## src/hdl/brf_pkg.sv

```systemverilog
package brf_pkg;

  localparam int MEM_BYTES = 65536;
  localparam int MAX_WIDTH = 4096;
  localparam int MEM_AW    = $clog2(MEM_BYTES);
  localparam int XW        = $clog2(MAX_WIDTH) + 1;
  localparam int BYTE_W    = XW - 3;
  localparam int YW        = 13;
  localparam int FILL_AW   = 24;
  localparam int PIX_W     = 26;
  localparam logic [7:0] LEFT_BIT = 8'h80;
  localparam int BITS_PER_BYTE = 8;

  typedef enum logic [1:0] {
    OP_CLEAR = 2'd0,
    OP_SET   = 2'd1,
    OP_WRITE = 2'd2,
    OP_READ  = 2'd3
  } opcode_t;

  typedef enum logic [2:0] {
    REG_IMAGE_WIDTH  = 3'd0,
    REG_IMAGE_HEIGHT = 3'd1,
    REG_ROW_STRIDE   = 3'd2,
    REG_IMAGE_BASE   = 3'd3,
    REG_ORIGIN_X     = 3'd4,
    REG_ORIGIN_Y     = 3'd5,
    REG_SCALE_X      = 3'd6,
    REG_SCALE_Y      = 3'd7
  } reg_idx_t;

  typedef struct packed {
    opcode_t            opcode;
    logic signed [23:0] x_start;
    logic signed [23:0] y_start;
    logic signed [23:0] x_end;
    logic signed [23:0] y_end;
    logic [15:0]        byte_address;
    logic [7:0]         byte_data;
  } in_item_t;

  typedef struct packed {
    logic [7:0] read_data;
    logic       done_res;
  } out_item_t;

  typedef struct packed {
    logic               valid;
    logic signed [23:0] coord;
    logic signed [23:0] origin;
    logic [23:0]        scale;
  } conv_req_t;

  typedef struct packed {
    logic                    valid;
    logic signed [PIX_W-1:0] pix;
  } conv_rsp_t;

endpackage

```

## src/hdl/brf_scale.sv

```systemverilog
module brf_scale (
  input  logic              clk,
  input  logic              rst,
  input  brf_pkg::conv_req_t req,
  output brf_pkg::conv_rsp_t rsp
);
  import brf_pkg::*;

  logic signed [24:0] diff;
  logic [24:0]        mag;
  logic               v1;
  logic               neg1;
  logic [24:0]        mag1;
  logic [23:0]        scale1;
  logic               v2;
  logic               neg2;
  logic [48:0]        prod2;
  logic [PIX_W-1:0]   qz;

  always_comb begin
    diff = 25'(req.coord) - 25'(req.origin);
    mag  = diff[24] ? (25'd0 - diff) : diff;
  end

  always_ff @(posedge clk) begin
    if (rst) begin
      v1 <= 1'b0;
      v2 <= 1'b0;
    end else begin
      v1 <= req.valid;
      v2 <= v1;
    end
    neg1   <= diff[24];
    mag1   <= mag;
    scale1 <= req.scale;
    neg2   <= neg1;
    prod2  <= mag1 * scale1;
  end

  // drop the 8+16 fraction bits, truncating toward zero
  always_comb begin
    qz        = PIX_W'(prod2[48:24]);
    rsp.valid = v2;
    rsp.pix   = neg2 ? (PIX_W'(0) - qz) : qz;
  end

endmodule

```

## config.mk

```make
export PLATFORM = sky130hd
export DESIGN_NAME = brf_scale
export DESIGN_NICKNAME = d
export VERILOG_FILES = /design/src/hdl/brf_pkg.sv /design/src/hdl/brf_scale.sv
export SDC_FILE = /design/constraint.sdc
export NUM_CORES = 2
export LEC_CHECK = 0
export BUFFER_PORTS_ARGS = -buffer_cell sky130_fd_sc_hd__buf_4
export CORE_AREA = 3 3 246 248
export CTS_CLUSTER_SIZE = 10
export DETAILED_ROUTE_END_ITERATION = 8
export DIE_AREA = 0 0 249 251
export SLEW_MARGIN = 15
export SYNTH_ARGS = -nofsm -noshare
export SYNTH_HDL_FRONTEND = slang
export SYNTH_SLANG_ARGS = --single-unit
```

## constraint.sdc

```tcl
create_clock -name clk -period 8.3 [get_ports clk]
set_clock_uncertainty 0.15 [all_clocks]
set_input_delay 1.66 -clock clk [delete_from_list [all_inputs] [get_ports clk]]
set_output_delay 1.66 -clock clk [all_outputs]
set_load 0.02 [all_outputs]
```

==> flow_metrics.py <==
metrics = {
    "global_route": {
        "antenna_found_initial": 4,
        "grt-busiest-layer": "met2",
        "overflow": 0,
        "first_global_vias": 19400,
        "grtUsageMet1_pct": 26.6,
        "grt.total_usage_pct": 20.9,
        "met2_usage_pct": 36.3,
        "grt_max_degree": 27,
        "met3_usage_pct": 3.65,
        "grt_pass1_wl_um": 103000,
    },
    "setup_path": {
        "arrival_ns": 7.95,
        "worst-path-max-fanout": 18,
        "cp_slowest_cell": "dfxtp_1",
        "worst_ep_required_time_ns": 8.42,
        "cp_top_family": "adder cells",
        "cp_slowest_stage_delay_ns": 1.14,
        "crit_path_start_kind": "flip-flop",
        "crit_top_cell": "fa_1",
        "r2r_slack_ns": 0.47,
        "cp_cell_sequence": "and2_1 -> fa_1 -> fa_1 -> inv_1 -> fa_1 -> fa_1 -> inv_1 -> fa_1 -> fa_1 -> inv_1 -> fa_1 -> inv_1 -> ha_1 -> a21o_1 -> a21o_1 -> a21oi_1 -> nand3_1 -> o211a_1 -> o31ai_1 -> and2_1 -> o21ai_0 -> o311ai_0",
        "crit_buf_inv": 4,
        "critPathKind": "reg -> reg",
        "endpoint_kind": "flip-flop",
    },
    "synthesis": {
        "synth_top_family_by_area": "adder cells",
        "synth-xor-area-share_pct": 3.15,
        "synth_nets": 3430,
        "synthMuxAreaShare_pct": 0.0428,
        "synth.most_common_cell": "inv_1",
        "synth-edff-count": 0,
        "synth_compound_area_share_pct": 7.18,
        "synth_adder_area_share_pct": 53.7,
        "synth_top_flop_cell": "dfxtp_1",
        "yosys.area.top_type": "fa_1",
        "synth_common_cells": "inv_1 (617), fa_1 (504), nand2_1 (361)",
        "seq_area_frac_synth_pct": 6.68,
        "synth_cells": 2654,
        "synthSimpleGateAreaFrac_pct": 17.2,
        "syn-cell-area_um2": 23400,
        "synth_area_leaders": "fa_1 (43%), ha_1 (11%), inv_1 (9.9%)",
        "synth_top_area_share_pct": 43.2,
        "syn_area_per_cell_um2": 8.81,
        "synth_seq_cells": 78,
        "yosysUniqueCellTypes": 76,
        "yosysWarnings": 0,
        "async_flop_share_pct": 0,
    },
    "clock_tree": {
        "cts_root_buffer": "clkbuf_16",
        "clk_latency_ns": 0.40,
        "cts_buffer_depth": 2,
        "tritoncts": "yes",
        "htree_levels": 3,
        "cts_sinks": 78,
        "cts_setup_buffers": 0,
        "clkTransAtPathRegs_ns": 0.08,
        "numCtsBuffers": 9,
    },
    "route": {
        "routedWlPerCell_um": 18.0,
        "drc": 0,
        "routed_wl_um": 62400,
        "first_iter_violations": 1037,
        "drt-pass1-iter-count": 5,
        "num_vias": 17500,
        "via_per_inst": 5.03,
        "antenna_left": 0,
    },
    "sta": {
        "fin_crit_sh_pct": 94.3,
        "rsz0062_at_grt": "no",
        "hold_viol": 0,
        "max_freq_ghz": 0.128,
        "finalMaxSlewViolations": 0,
        "post-route-min-period_ns": 7.83,
        "worstMarginPinSlew_ns": 1.23,
        "relSlewSlack_pct": 17.8,
        "tns_ns": 0,
        "setup_viol": 0,
    },
    "placed_design": {
        "port_buffers": 101,
        "placed_cells": 3453,
        "gp_congestion": 0.956,
        "post-dp-hpwl_um": 49400,
    },
    "worst_hold_path": {
        "hold_path.class": "reg -> reg",
    },
    "flow_run": {
        "drv_cap": 0,
    },
    "floorplan": {
        "die_h_um": 251,
        "start_util_pct": 39.8,
        "boundaryPins": 102,
        "core_um2": 58700,
        "die_area_um2": 62500,
        "row_count": 89,
        "die_w_um": 249,
    },
    "final_layout": {
        "drive_gt1_share_pct": 7.31,
        "fin_cells": 3470,
        "syn2layout_area_growth_pct": 8.16,
        "final_nets": 3467,
    },
    "run_status": {
        "status": "finished, final reports clean",
    },
}
[registers in the layout, summed over array words and instances, names as in the netlist]
name,count
prod2,25
v2,1
v1,1
mag1,25
neg1,1
neg2,1
scale1,24
[per-layer routing]
layer / vias to the layer above / share of wire [%]
met3: 102 / 5.8
met1: 8905 / 42
li1: 7979 / -
met4: 0 / 2.5
met5: - / 0
met2: 465 / 49
[placed cells by master, fill, tap and decap left out, types with 5 or more instances in the layout]
master,n
nand2b_1,5
or3_1,6
and2_1,293
dfxtp_2,5
xnor2_1,61
nand2_1,361
nor2_1,49
buf_4,150
nor2b_1,12
ha_1,197
o21ai_1,6
o21a_1,8
a21oi_1,66
inv_1,617
o21bai_1,11
clkbuf_16,9
nand3_1,19
dfxtp_1,73
xor2_1,23
fa_1,504
a31oi_1,6
o21ai_0,37
o31ai_1,12
nor3_1,16
nand4_1,10
and3_1,12
a21o_1,37
[cells by family (layout without fill, tap and decap cells)]
group / after synthesis / after routing
AO/OA/AOI/OAI: 240 / 240
XOR/XNOR: 84 / 84
adder cells (fa/ha/maj): 701 / 701
buffers and inverters: 741 / 783
flip-flops: 78 / 78
multiplexers: 1 / 1
other: 0 / 1
AND/OR/NAND/NOR: 809 / 809
[final cells by class]
class / instances / area, µm²
fill: 5825 / 33400
antenna: 1 / 2.50
timing repair buffer: 150 / 1130
clock buffer: 9 / 225
multi-input combinational: 1835 / 19000
inverter: 617 / 2320
tap: 773 / 967
clock inverter: 7 / 72.6
sequential: 78 / 1570
[final timing paths]
path             start         to  cells past startpoint
max reg2reg  scale1[7]  prod2[44]                     22
max          scale1[7]  prod2[44]                     22
min reg2reg       neg1       neg2                      0
min               neg1       neg2                      0
[timing repair]
item	in CTS	in global routing
resized for setup	0	2
hold buffers	0	0
setup endpoints to repair	0	1
[stage by stage]
| step | area [µm²] | setup slack [ns] | util [%] | hold slack [ns] |
|---|---|---|---|---|
| after floorplan | 23400 | 1.51 | - | 0.160 |
| after global placement | 25000 | 0.317 | 42.6 | 0.170 |
| after detailed placement | 25000 | 0.432 | 42.6 | 0.170 |
| after CTS | 25300 | 0.313 | 43.1 | 0.198 |
| after global routing | 25300 | 0.122 | 43.1 | 0.212 |
| final | 25300 | 0.471 | 43.1 | 0.195 |
Power is not shown: default switching activity piles up to over one toggle a cycle in this logic, so the estimate is an artifact.
